==> src/hdl/lpvn_pkg.sv <==
// ---------------------------------------------------------------------------
// lpvn_pkg: shared types and constants for the Lp vector normalizer
// Widths of the datapath, register indexes, item descriptor and back states.
// ---------------------------------------------------------------------------
`timescale 1ns / 1ps
`default_nettype none
package lpvn_pkg;

  localparam int SAMPLE_W = 16;   // Q1.15 sample
  localparam int CNT_W    = 7;    // element count, up to 64
  localparam int ORD_W    = 5;    // clamped norm order, up to 15
  localparam int SUM_W    = 22;   // sum of magnitudes
  localparam int ACC_W    = 40;   // sum of squares
  localparam int NORM_W   = 24;   // norm value
  localparam int DIV_W    = 32;   // divider dividend / quotient
  localparam int SRCH_W   = 19;   // Q16 root search value, up to 2^18
  localparam int SACC_W   = 24;   // sum of Q16 powers
  localparam int PW_W     = 27;   // running Q16 power
  localparam int PADDR_W  = 3;

  localparam logic [SRCH_W-1:0] ONE_Q16  = SRCH_W'(65536);
  localparam logic [SRCH_W-1:0] FOUR_Q16 = SRCH_W'(262144);
  localparam logic [ACC_W-1:0]  SQRT_TOP = ACC_W'(64'h40_0000_0000);

  typedef enum logic {
    REG_NORM_ORDER     = 1'b0,
    REG_ZERO_THRESHOLD = 1'b1
  } reg_idx_t;

  // one loaded vector, handed from front to back
  typedef struct packed {
    logic [CNT_W-1:0]    cnt;
    logic [ORD_W-1:0]    ord;
    logic [SAMPLE_W-1:0] mx;
    logic [SUM_W-1:0]    sum;
    logic [ACC_W-1:0]    sq;
  } desc_t;

  typedef enum logic [3:0] {
    B_IDLE, B_SQRT, B_T_RD, B_T_WAIT, B_T_DIV, B_T_POW, B_S_CHK, B_S_POW,
    B_N_MUL, B_ZCHK, B_Q_RD, B_Q_WAIT, B_Q_DIV, B_Q_PUSH
  } back_state_t;

  // magnitude of a two's complement sample (most negative maps to 2^15)
  function automatic logic [SAMPLE_W-1:0] mag16(input logic [SAMPLE_W-1:0] s);
    mag16 = s[SAMPLE_W-1] ? (~s + SAMPLE_W'(1)) : s;
  endfunction

endpackage
`default_nettype wire

==> src/hdl/lpvn_queue.sv <==
// ---------------------------------------------------------------------------
// lpvn_queue: two-entry descriptor queue
// Decouples the loading front from the computing back.
// ---------------------------------------------------------------------------
`timescale 1ns / 1ps
`default_nettype none
module lpvn_queue import lpvn_pkg::*; (
  input  wire logic  clk,
  input  wire logic  rst,
  input  wire logic  push,
  input  wire desc_t wdata,
  input  wire logic  pop,
  output desc_t      rdata,
  output logic       full,
  output logic       empty
);
  desc_t      entry [2];
  logic [1:0] level;
  logic       wptr;
  logic       rptr;

  assign rdata = entry[rptr];
  assign full  = level[1];
  assign empty = (level == 2'd0);

  // payload
  always_ff @(posedge clk) begin
    if (push) entry[wptr] <= wdata;
  end

  // pointers and fill level
  always_ff @(posedge clk) begin
    if (rst) begin
      level <= 2'd0;
      wptr  <= 1'b0;
      rptr  <= 1'b0;
    end else begin
      if (push) wptr <= ~wptr;
      if (pop) rptr <= ~rptr;
      level <= level + {1'b0, push} - {1'b0, pop};
    end
  end
endmodule
`default_nettype wire

==> src/hdl/lpvn_front.sv <==
// ---------------------------------------------------------------------------
// lpvn_front: sample loader
// Stores samples, gathers max / sum / sum of squares, queues a descriptor.
// ---------------------------------------------------------------------------
`timescale 1ns / 1ps
`default_nettype none
module lpvn_front import lpvn_pkg::*; #(
  parameter int MAX_LEN   = 64,
  parameter int MAX_ORDER = 8
) (
  input  wire logic                 clk,
  input  wire logic                 rst,
  input  wire logic [SAMPLE_W-1:0]  sample,
  input  wire logic                 last_in,
  input  wire logic                 sample_valid,
  output logic                      sample_ready,
  input  wire logic [3:0]           norm_order,
  input  wire logic                 q_full,
  output logic                      q_push,
  output desc_t                     q_desc,
  input  wire logic                 release_buf,
  input  wire logic [(MAX_LEN > 1 ? $clog2(MAX_LEN) : 1)-1:0] rd_addr,
  output logic [SAMPLE_W-1:0]       rd_data
);
  localparam int AW = (MAX_LEN > 1) ? $clog2(MAX_LEN) : 1;

  logic [SAMPLE_W-1:0] mem [MAX_LEN];
  logic [CNT_W-1:0]    cnt;
  logic [SAMPLE_W-1:0] mx;
  logic [SUM_W-1:0]    sum;
  logic [ACC_W-1:0]    sq;
  logic                locked;

  logic                take;
  logic                store;
  logic [SAMPLE_W-1:0] mag;
  logic [SAMPLE_W-1:0] mx_next;
  logic [SUM_W-1:0]    sum_next;
  logic [ACC_W-1:0]    sq_next;
  logic [ORD_W-1:0]    ord_clamp;

  assign sample_ready = !locked && !q_full;
  assign take  = sample_valid && sample_ready;
  assign store = (cnt < CNT_W'(MAX_LEN));
  assign mag   = mag16(sample);

  // statistics including the current sample
  always_comb begin
    mx_next  = mx;
    sum_next = sum;
    sq_next  = sq;
    if (store) begin
      if (mag > mx) mx_next = mag;
      sum_next = sum + SUM_W'(mag);
      sq_next  = sq + ACC_W'(32'(mag) * 32'(mag));
    end
  end

  assign ord_clamp = (ORD_W'(norm_order) > ORD_W'(MAX_ORDER)) ?
                     ORD_W'(MAX_ORDER) : ORD_W'(norm_order);

  assign q_push     = take && last_in;
  assign q_desc.cnt = cnt + CNT_W'(store);
  assign q_desc.ord = ord_clamp;
  assign q_desc.mx  = mx_next;
  assign q_desc.sum = sum_next;
  assign q_desc.sq  = sq_next;

  // element store, registered read
  always_ff @(posedge clk) begin
    if (take && store) mem[cnt[AW-1:0]] <= sample;
    rd_data <= mem[rd_addr];
  end

  // load control
  always_ff @(posedge clk) begin
    if (rst) begin
      cnt    <= '0;
      mx     <= '0;
      sum    <= '0;
      sq     <= '0;
      locked <= 1'b0;
    end else begin
      if (release_buf) locked <= 1'b0;
      if (take) begin
        if (last_in) begin
          cnt    <= '0;
          mx     <= '0;
          sum    <= '0;
          sq     <= '0;
          locked <= 1'b1;
        end else begin
          cnt <= cnt + CNT_W'(store);
          mx  <= mx_next;
          sum <= sum_next;
          sq  <= sq_next;
        end
      end
    end
  end
endmodule
`default_nettype wire

==> src/hdl/lpvn_div.sv <==
// ---------------------------------------------------------------------------
// lpvn_div: serial restoring divider
// One quotient bit per cycle; done is high for a single cycle, with the last bit.
// ---------------------------------------------------------------------------
`timescale 1ns / 1ps
`default_nettype none
module lpvn_div import lpvn_pkg::*; (
  input  wire logic              clk,
  input  wire logic              rst,
  input  wire logic              start,
  input  wire logic [DIV_W-1:0]  dividend,
  input  wire logic [NORM_W-1:0] divisor,
  output logic                   done,
  output logic [DIV_W-1:0]       quotient
);
  logic [NORM_W:0]   rem;
  logic [NORM_W-1:0] dsr;
  logic [5:0]        steps;
  logic              busy;
  logic [NORM_W:0]   shifted;
  logic              fits;

  assign shifted  = {rem[NORM_W-1:0], quotient[DIV_W-1]};
  assign fits     = (shifted >= {1'b0, dsr});

  always_ff @(posedge clk) begin
    if (start) begin
      rem      <= '0;
      quotient <= dividend;
      dsr      <= divisor;
    end else if (busy) begin
      rem      <= fits ? (shifted - {1'b0, dsr}) : shifted;
      quotient <= {quotient[DIV_W-2:0], fits};
    end
  end

  always_ff @(posedge clk) begin
    if (rst) begin
      busy  <= 1'b0;
      done  <= 1'b0;
      steps <= '0;
    end else begin
      done <= 1'b0;
      if (start) begin
        busy  <= 1'b1;
        steps <= 6'(DIV_W);
      end else if (busy) begin
        steps <= steps - 6'd1;
        if (steps == 6'd1) begin
          busy <= 1'b0;
          done <= 1'b1;
        end
      end
    end
  end
endmodule
`default_nettype wire

==> src/hdl/lpvn_back.sv <==
// ---------------------------------------------------------------------------
// lpvn_back: norm and quotient sequencer
// Finds the chosen order's norm, then divides each element by it or zeroes it.
// ---------------------------------------------------------------------------
`timescale 1ns / 1ps
`default_nettype none
module lpvn_back import lpvn_pkg::*; #(
  parameter int MAX_LEN = 64
) (
  input  wire logic                 clk,
  input  wire logic                 rst,
  input  wire desc_t                q_desc,
  input  wire logic                 q_empty,
  output logic                      q_pop,
  input  wire logic [15:0]          zero_threshold,
  output logic [(MAX_LEN > 1 ? $clog2(MAX_LEN) : 1)-1:0] rd_addr,
  input  wire logic [SAMPLE_W-1:0]  rd_data,
  output logic                      release_buf,
  output logic [SAMPLE_W-1:0]       normalized,
  output logic                      last_out,
  output logic                      zero_norm,
  output logic                      result_valid,
  input  wire logic                 result_ready
);
  localparam int AW = (MAX_LEN > 1) ? $clog2(MAX_LEN) : 1;

  back_state_t state, state_next;

  logic [CNT_W-1:0]    cnt, cnt_next;
  logic [ORD_W-1:0]    ord, ord_next;
  logic [SAMPLE_W-1:0] mx, mx_next;
  logic [AW-1:0]       idx, idx_next;
  logic [ACC_W-1:0]    v, v_next;
  logic [ACC_W-1:0]    res, res_next;
  logic [ACC_W-1:0]    sbit, sbit_next;
  logic [NORM_W-1:0]   nrm, nrm_next;
  logic                zero, zero_next;
  logic [SACC_W-1:0]   sacc, sacc_next;
  logic [SRCH_W-1:0]   tb, tb_next;
  logic [PW_W-1:0]     pw, pw_next;
  logic [ORD_W-1:0]    k, k_next;
  logic [SRCH_W-1:0]   lo, lo_next;
  logic [SRCH_W-1:0]   hi, hi_next;
  logic [SAMPLE_W-1:0] qv, qv_next;

  logic                ov, ov_next;
  logic [SAMPLE_W-1:0] onorm_next;
  logic                olast_next;
  logic                ozero_next;

  logic                div_start;
  logic [DIV_W-1:0]    div_dividend;
  logic [NORM_W-1:0]   div_divisor;
  logic                div_done;
  logic [DIV_W-1:0]    div_q;

  logic [NORM_W-1:0]   mul_a;
  logic [SRCH_W-1:0]   mul_b;
  logic [NORM_W+SRCH_W-1:0] prod;
  logic [PW_W-1:0]     prod_sh;
  logic                is_last;

  lpvn_div u_div (
    .clk      (clk),
    .rst      (rst),
    .start    (div_start),
    .dividend (div_dividend),
    .divisor  (div_divisor),
    .done     (div_done),
    .quotient (div_q)
  );

  // shared multiplier: Q16 power steps and final norm scaling
  assign mul_a   = (state == B_N_MUL) ? NORM_W'(mx) : pw[NORM_W-1:0];
  assign mul_b   = (state == B_N_MUL) ? lo : tb;
  assign prod    = mul_a * mul_b;
  assign prod_sh = prod[NORM_W+SRCH_W-1:16];

  assign rd_addr = idx;
  assign is_last = (idx == AW'(cnt - CNT_W'(1)));

  // next state and datapath
  always_comb begin
    logic [SRCH_W-1:0] mid;
    logic              ok;
    logic [DIV_W-1:0]  qs;
    state_next   = state;
    cnt_next     = cnt;
    ord_next     = ord;
    mx_next      = mx;
    idx_next     = idx;
    v_next       = v;
    res_next     = res;
    sbit_next    = sbit;
    nrm_next     = nrm;
    zero_next    = zero;
    sacc_next    = sacc;
    tb_next      = tb;
    pw_next      = pw;
    k_next       = k;
    lo_next      = lo;
    hi_next      = hi;
    qv_next      = qv;
    ov_next      = ov && !result_ready;
    onorm_next   = normalized;
    olast_next   = last_out;
    ozero_next   = zero_norm;
    q_pop        = 1'b0;
    release_buf  = 1'b0;
    div_start    = 1'b0;
    div_dividend = {mag16(rd_data), 16'd0};
    div_divisor  = NORM_W'(mx);
    mid          = lo + ((hi - lo + SRCH_W'(1)) >> 1);
    ok           = 1'b0;
    qs           = div_q;
    case (state)
      B_IDLE: begin
        if (!q_empty) begin
          q_pop     = 1'b1;
          cnt_next  = q_desc.cnt;
          ord_next  = q_desc.ord;
          mx_next   = q_desc.mx;
          idx_next  = '0;
          sacc_next = '0;
          if (q_desc.ord == ORD_W'(0)) begin
            nrm_next   = NORM_W'(q_desc.mx);
            state_next = B_ZCHK;
          end else if (q_desc.ord == ORD_W'(1)) begin
            nrm_next   = NORM_W'(q_desc.sum);
            state_next = B_ZCHK;
          end else if (q_desc.ord == ORD_W'(2)) begin
            v_next     = q_desc.sq;
            res_next   = '0;
            sbit_next  = SQRT_TOP;
            state_next = B_SQRT;
          end else if (q_desc.mx == '0) begin
            nrm_next   = '0;
            state_next = B_ZCHK;
          end else begin
            state_next = B_T_RD;
          end
        end
      end
      // integer square root, two radicand bits per step
      B_SQRT: begin
        if (sbit != '0) begin
          if (v >= res + sbit) begin
            v_next   = v - (res + sbit);
            res_next = (res >> 1) + sbit;
          end else begin
            res_next = res >> 1;
          end
          sbit_next = sbit >> 2;
        end else begin
          nrm_next   = res[NORM_W-1:0];
          state_next = B_ZCHK;
        end
      end
      B_T_RD: state_next = B_T_WAIT;
      // t = m * 2^16 / max
      B_T_WAIT: begin
        div_start  = 1'b1;
        state_next = B_T_DIV;
      end
      B_T_DIV: begin
        if (div_done) begin
          tb_next    = SRCH_W'(div_q[16:0]);
          pw_next    = PW_W'(div_q[16:0]);
          k_next     = ORD_W'(1);
          state_next = B_T_POW;
        end
      end
      B_T_POW: begin
        if (k == ord) begin
          sacc_next = sacc + pw[SACC_W-1:0];
          if (is_last) begin
            lo_next    = ONE_Q16;
            hi_next    = FOUR_Q16;
            state_next = B_S_CHK;
          end else begin
            idx_next   = idx + AW'(1);
            state_next = B_T_RD;
          end
        end else begin
          pw_next = prod_sh;
          k_next  = k + ORD_W'(1);
        end
      end
      // binary search for the largest root R with R^p <= S
      B_S_CHK: begin
        if (lo < hi) begin
          tb_next    = mid;
          pw_next    = PW_W'(mid);
          k_next     = ORD_W'(1);
          state_next = B_S_POW;
        end else begin
          state_next = B_N_MUL;
        end
      end
      B_S_POW: begin
        if (k == ord || pw > PW_W'(sacc)) begin
          ok = (k == ord) && (pw <= PW_W'(sacc));
          if (ok) lo_next = tb;
          else    hi_next = tb - SRCH_W'(1);
          state_next = B_S_CHK;
        end else begin
          pw_next = prod_sh;
          k_next  = k + ORD_W'(1);
        end
      end
      B_N_MUL: begin
        nrm_next   = prod_sh[NORM_W-1:0];
        state_next = B_ZCHK;
      end
      B_ZCHK: begin
        zero_next  = (nrm <= NORM_W'(zero_threshold));
        idx_next   = '0;
        state_next = B_Q_RD;
      end
      B_Q_RD: state_next = B_Q_WAIT;
      // q = m * 2^15 / N
      B_Q_WAIT: begin
        if (zero) begin
          qv_next    = '0;
          state_next = B_Q_PUSH;
        end else begin
          div_start    = 1'b1;
          div_dividend = DIV_W'({mag16(rd_data), 15'd0});
          div_divisor  = nrm;
          state_next   = B_Q_DIV;
        end
      end
      B_Q_DIV: begin
        if (div_done) begin
          if (rd_data[SAMPLE_W-1]) begin
            if (qs > DIV_W'(32768)) qs = DIV_W'(32768);
            qv_next = SAMPLE_W'(0) - qs[SAMPLE_W-1:0];
          end else begin
            if (qs > DIV_W'(32767)) qs = DIV_W'(32767);
            qv_next = qs[SAMPLE_W-1:0];
          end
          state_next = B_Q_PUSH;
        end
      end
      B_Q_PUSH: begin
        if (!ov || result_ready) begin
          ov_next    = 1'b1;
          onorm_next = qv;
          olast_next = is_last;
          ozero_next = zero;
          if (is_last) begin
            release_buf = 1'b1;
            state_next  = B_IDLE;
          end else begin
            idx_next   = idx + AW'(1);
            state_next = B_Q_RD;
          end
        end
      end
      default: state_next = B_IDLE;
    endcase
  end

  // state register
  always_ff @(posedge clk) begin
    if (rst) state <= B_IDLE;
    else     state <= state_next;
  end

  // output valid
  always_ff @(posedge clk) begin
    if (rst) ov <= 1'b0;
    else     ov <= ov_next;
  end

  // datapath registers
  always_ff @(posedge clk) begin
    cnt        <= cnt_next;
    ord        <= ord_next;
    mx         <= mx_next;
    idx        <= idx_next;
    v          <= v_next;
    res        <= res_next;
    sbit       <= sbit_next;
    nrm        <= nrm_next;
    zero       <= zero_next;
    sacc       <= sacc_next;
    tb         <= tb_next;
    pw         <= pw_next;
    k          <= k_next;
    lo         <= lo_next;
    hi         <= hi_next;
    qv         <= qv_next;
    normalized <= onorm_next;
    last_out   <= olast_next;
    zero_norm  <= ozero_next;
  end

  assign result_valid = ov;
endmodule
`default_nettype wire

==> src/hdl/lp_vector_normalize.sv <==
// ---------------------------------------------------------------------------
// lp_vector_normalize: Lp-norm vector normalizer
// Loads a Q1.15 vector, finds its norm, emits each element over the norm.
// ---------------------------------------------------------------------------
// Samples are taken one per cycle, while sample_ready is high, until last_in;
// up to MAX_LEN are kept and the rest are dropped. The norm is then found by
// the back sequencer: orders 0 and 1 directly, order 2 by a serial square
// root, order p of 3 or more by per-element ratios and then a root search.
// Every result then goes through the store read and the 32-step serial
// divider; a vector whose norm is at or below the threshold skips the
// divider. A new vector is taken once the last result of the previous one
// has been produced; config writes go through the APB port at addresses 0
// and 4.
`timescale 1ns / 1ps
`default_nettype none
module lp_vector_normalize import lpvn_pkg::*; #(
  parameter int MAX_LEN   = 64,
  parameter int MAX_ORDER = 8
) (
  input  wire logic                 clk,
  input  wire logic                 rst,
  input  wire logic                 psel,
  input  wire logic                 penable,
  input  wire logic                 pwrite,
  input  wire logic [PADDR_W-1:0]   paddr,
  input  wire logic [31:0]          pwdata,
  output logic [31:0]               prdata,
  output logic                      pready,
  input  wire logic signed [15:0]   sample,
  input  wire logic                 last_in,
  input  wire logic                 sample_valid,
  output logic                      sample_ready,
  output logic signed [15:0]        normalized,
  output logic                      last_out,
  output logic                      zero_norm,
  output logic                      result_valid,
  input  wire logic                 result_ready
);
  localparam int AW = (MAX_LEN > 1) ? $clog2(MAX_LEN) : 1;

  logic [3:0]          norm_order;
  logic [15:0]         zero_threshold;
  logic                cfg_wr;
  reg_idx_t            reg_sel;

  logic                q_push, q_pop, q_full, q_empty;
  desc_t               q_wdata, q_rdata;
  logic                release_buf;
  logic [AW-1:0]       rd_addr;
  logic [SAMPLE_W-1:0] rd_data;
  logic [SAMPLE_W-1:0] norm_u;

  // configuration registers
  assign pready  = 1'b1;
  assign cfg_wr  = psel && penable && pwrite;
  assign reg_sel = reg_idx_t'(paddr[2]);

  always_ff @(posedge clk) begin
    if (rst) begin
      norm_order     <= 4'd2;
      zero_threshold <= 16'd1;
    end else if (cfg_wr) begin
      case (reg_sel)
        REG_NORM_ORDER:     norm_order     <= pwdata[3:0];
        REG_ZERO_THRESHOLD: zero_threshold <= pwdata[15:0];
        default: ;
      endcase
    end
  end

  always_comb begin
    case (reg_sel)
      REG_NORM_ORDER:     prdata = {28'd0, norm_order};
      REG_ZERO_THRESHOLD: prdata = {16'd0, zero_threshold};
      default:            prdata = '0;
    endcase
  end

  lpvn_front #(.MAX_LEN(MAX_LEN), .MAX_ORDER(MAX_ORDER)) u_front (
    .clk          (clk),
    .rst          (rst),
    .sample       (sample),
    .last_in      (last_in),
    .sample_valid (sample_valid),
    .sample_ready (sample_ready),
    .norm_order   (norm_order),
    .q_full       (q_full),
    .q_push       (q_push),
    .q_desc       (q_wdata),
    .release_buf  (release_buf),
    .rd_addr      (rd_addr),
    .rd_data      (rd_data)
  );

  lpvn_queue u_queue (
    .clk   (clk),
    .rst   (rst),
    .push  (q_push),
    .wdata (q_wdata),
    .pop   (q_pop),
    .rdata (q_rdata),
    .full  (q_full),
    .empty (q_empty)
  );

  lpvn_back #(.MAX_LEN(MAX_LEN)) u_back (
    .clk            (clk),
    .rst            (rst),
    .q_desc         (q_rdata),
    .q_empty        (q_empty),
    .q_pop          (q_pop),
    .zero_threshold (zero_threshold),
    .rd_addr        (rd_addr),
    .rd_data        (rd_data),
    .release_buf    (release_buf),
    .normalized     (norm_u),
    .last_out       (last_out),
    .zero_norm      (zero_norm),
    .result_valid   (result_valid),
    .result_ready   (result_ready)
  );

  assign normalized = $signed(norm_u);
endmodule
`default_nettype wire

==> config.mk <==
export PLATFORM = sky130hd
export DESIGN_NAME = lp_vector_normalize
export DESIGN_NICKNAME = d
export VERILOG_FILES = /design/src/hdl/lpvn_pkg.sv /design/src/hdl/lpvn_queue.sv /design/src/hdl/lpvn_front.sv /design/src/hdl/lpvn_div.sv /design/src/hdl/lpvn_back.sv /design/src/hdl/lp_vector_normalize.sv
export SDC_FILE = /design/constraint.sdc
export NUM_CORES = 2
export LEC_CHECK = 0
export BUFFER_PORTS_ARGS = -buffer_cell sky130_fd_sc_hd__buf_4
export CAP_MARGIN = 20
export CORE_MARGIN = 2
export CORE_UTILIZATION = 40
export CTS_CLUSTER_DIAMETER = 200
export DETAILED_ROUTE_END_ITERATION = 6
export PLACE_DENSITY = 0.59
export SLEW_MARGIN = 20
export SYNTH_ARGS = -nofsm -noshare
export SYNTH_HDL_FRONTEND = slang
export SYNTH_HIERARCHICAL = 1
export SYNTH_SLANG_ARGS = --single-unit
export TNS_END_PERCENT = 30
==> constraint.sdc <==
create_clock -name clk -period 10.3 [get_ports clk]
set_input_delay 0 -clock clk [delete_from_list [all_inputs] [get_ports clk]]
set_output_delay 0 -clock clk [all_outputs]
set_load 0.005 [all_outputs]
==> reports/qor.yml <==
whs_ns: 0.106
final.setup_skew_ns: 0.124
rsz0062_at_grt: "no"
finalNetCount: 9774
finalMaxSlewViolations: 0
post_cts_buffers: 0
num_vias: 66700
die_width_um: 514
route.detailed.drc: 6
critPathMaxFanout: 18
first_pass_iters: 7
arrival_ns: 9.89
rows: 187
r2r-end: "u_back/nrm[10]$_DFFE_PP_"
finalSetupViolations: 0
drive_gt1_frac: 0.134
whs_endpoint: "u_front/mem[16][13]$_DFFE_PP_"
layout_common_cells: "edfxtp_1, inv_1, nand2_1"
critPathLaunchType: "flip-flop"
portBuffers: 76
grt_util_all_layers: 0.216
crit_path_max_incr_delay_ns: 0.70
fin_crit_ns: 9.39
worstMarginPinSlew_ns: 1.11
status: "finished, violations left"
post-route-period-util: 0.911
max_freq_mhz: 107
reg2regPathDepth: 30
yosys_warnings: 6
cts_root_buffer: "clkbuf_16"
clk_pin_slew_worst_paths_ns: 0.06
grt_max_degree: 82
vias_per_cell: 5.46
clock_path_buffers: 3
die-area_um2: 265000
htreeDepth: 4
crit_buf_inv: 8
grt_pass1_vias: 68200
ant_nets: 0
die_h_um: 514
wl_um: 286000
cts_made_buffers: 187
worstSetupPathType: "flip-flop to flip-flop"
pin_count: 112
syn_to_final_growth_pct: 11.7
holdPathStages: 2
place_hpwl_um: 204000
critPathTopFamily: "adder cells"
grt_pass1_wl_um: 431000
relSlewSlack: 0.260
synthesis.area_um2: 104000
slowest_stage: "nor2_2"
violations: "DRC"
initialDrtViolationCount: 5788
hp-start: "sample[13]"
drv_cap: 0
clk_latency_ns: 0.90
routedWlPerCell_um: 23.5
synth.avg_cell_area_um2: 12.4
hp-class: "input pin to flip-flop"
final_common_cell: "edfxtp_1"
syn_inst: 8406
crit_path_frequent_cell: "fa_1"
n_fill_cell: 23300
final_hold_viol_count: 0
cts_tree: "done"
initial_core_util: 0.402
fp.coreArea_um2: 259000
rr_startpoint: "u_back/state[0]$_SDFFE_PP0P_"
critPathCaptureType: "flip-flop"
place_congestion: 0.926
reg2reg_slack_ns: 0.91
fin_setup_tns_ns: 0
clock_sinks: 1727
cp_data_required_time_ns: 10.80
grt_overflow: 0
antenna_found_initial: 10
final cells by class:
| class | instances | area, µm² | area share |
|---|---|---|---|
| sequential | 1727 | 50200 | 0.432 |
| clock inverter | 110 | 1360 | 0.0117 |
| inverter | 1035 | 3890 | 0.0334 |
| antenna | 4 | 10.0 | 0.0000860 |
| tap | 3402 | 4260 | 0.0366 |
| clock buffer | 240 | 4980 | 0.0428 |
| timing repair buffer | 374 | 3000 | 0.0257 |
| multi-input combinational | 5306 | 48700 | 0.418 |
through the flow:
step	utilization	instances	instance area [µm²]	setup WS, ns
3_5_place_dp	0.421	11800	109000	1.03
3_3_place_gp	0.421	11800	109000	1.03
6_report	0.449	12200	116000	0.912
2_1_floorplan	-	8444	104000	2.33
4_1_cts	0.449	12200	116000	1.00
5_1_grt	0.449	12200	116000	0.424
routing by layer:
metal  GRT usage  wire (µm)  up-vias
met2       0.368     141000     2147
met5           0          0        -
li1            -          -    30100
met3      0.0306      17300      496
met4      0.0751      10400        0
met1       0.281     117000    33900
what timing repair did:
action                    in CTS  in global routing
hold buffers                  75                  0
resized for setup              0                  0
hold endpoints to repair    1050                  0
flip-flops by register name, indices dropped and copies added, names as in the netlist, 27 cells and up, named ones only:
name	count
u_back/u_div/quotient	32
u_front/sq	40
u_queue/entry	178
u_back/pw	27
u_back/v	40
u_front/mem	1024
u_back/res	40
worst max-delay path by stage:
stage | startpoint | end | cells past startpoint | slack, ns
final | u_back/state[0]$_SDFFE_PP0P_ | u_back/nrm[10]$_DFFE_PP_ | 30 | 0.91
after global routing | u_back/state[0]$_SDFFE_PP0P_ | u_back/nrm[19]$_DFFE_PP_ | 29 | 0.42
after CTS | u_back/state[0]$_SDFFE_PP0P_ | u_back/pw[15]$_DFFE_PP_ | 28 | 1.00
after detailed placement | u_back/state[0]$_SDFFE_PP0P_ | u_back/pw[15]$_DFFE_PP_ | 28 | 1.03
after global placement | u_back/state[2]$_SDFFE_PP0P_ | u_back/pw[15]$_DFFE_PP_ | 24 | 1.03
after floorplan | u_back/state[0]$_SDFFE_PP0P_ | u_back/nrm[23]$_DFFE_PP_ | 29 | 2.33
worst register-to-register path, delay by kind of cell (launching register included):
family                   cells  cell delay (ns)
buffers and inverters        8             1.15
adder cells (fa/ha/maj)      7             3.35
XOR/XNOR                     1             0.57
AO/OA/AOI/OAI                7             2.03
AND/OR/NAND/NOR              7             1.64
flip-flops                   1             0.29
Power is not shown: default switching activity piles up to over one toggle a cycle in this logic, so the estimate is an artifact.
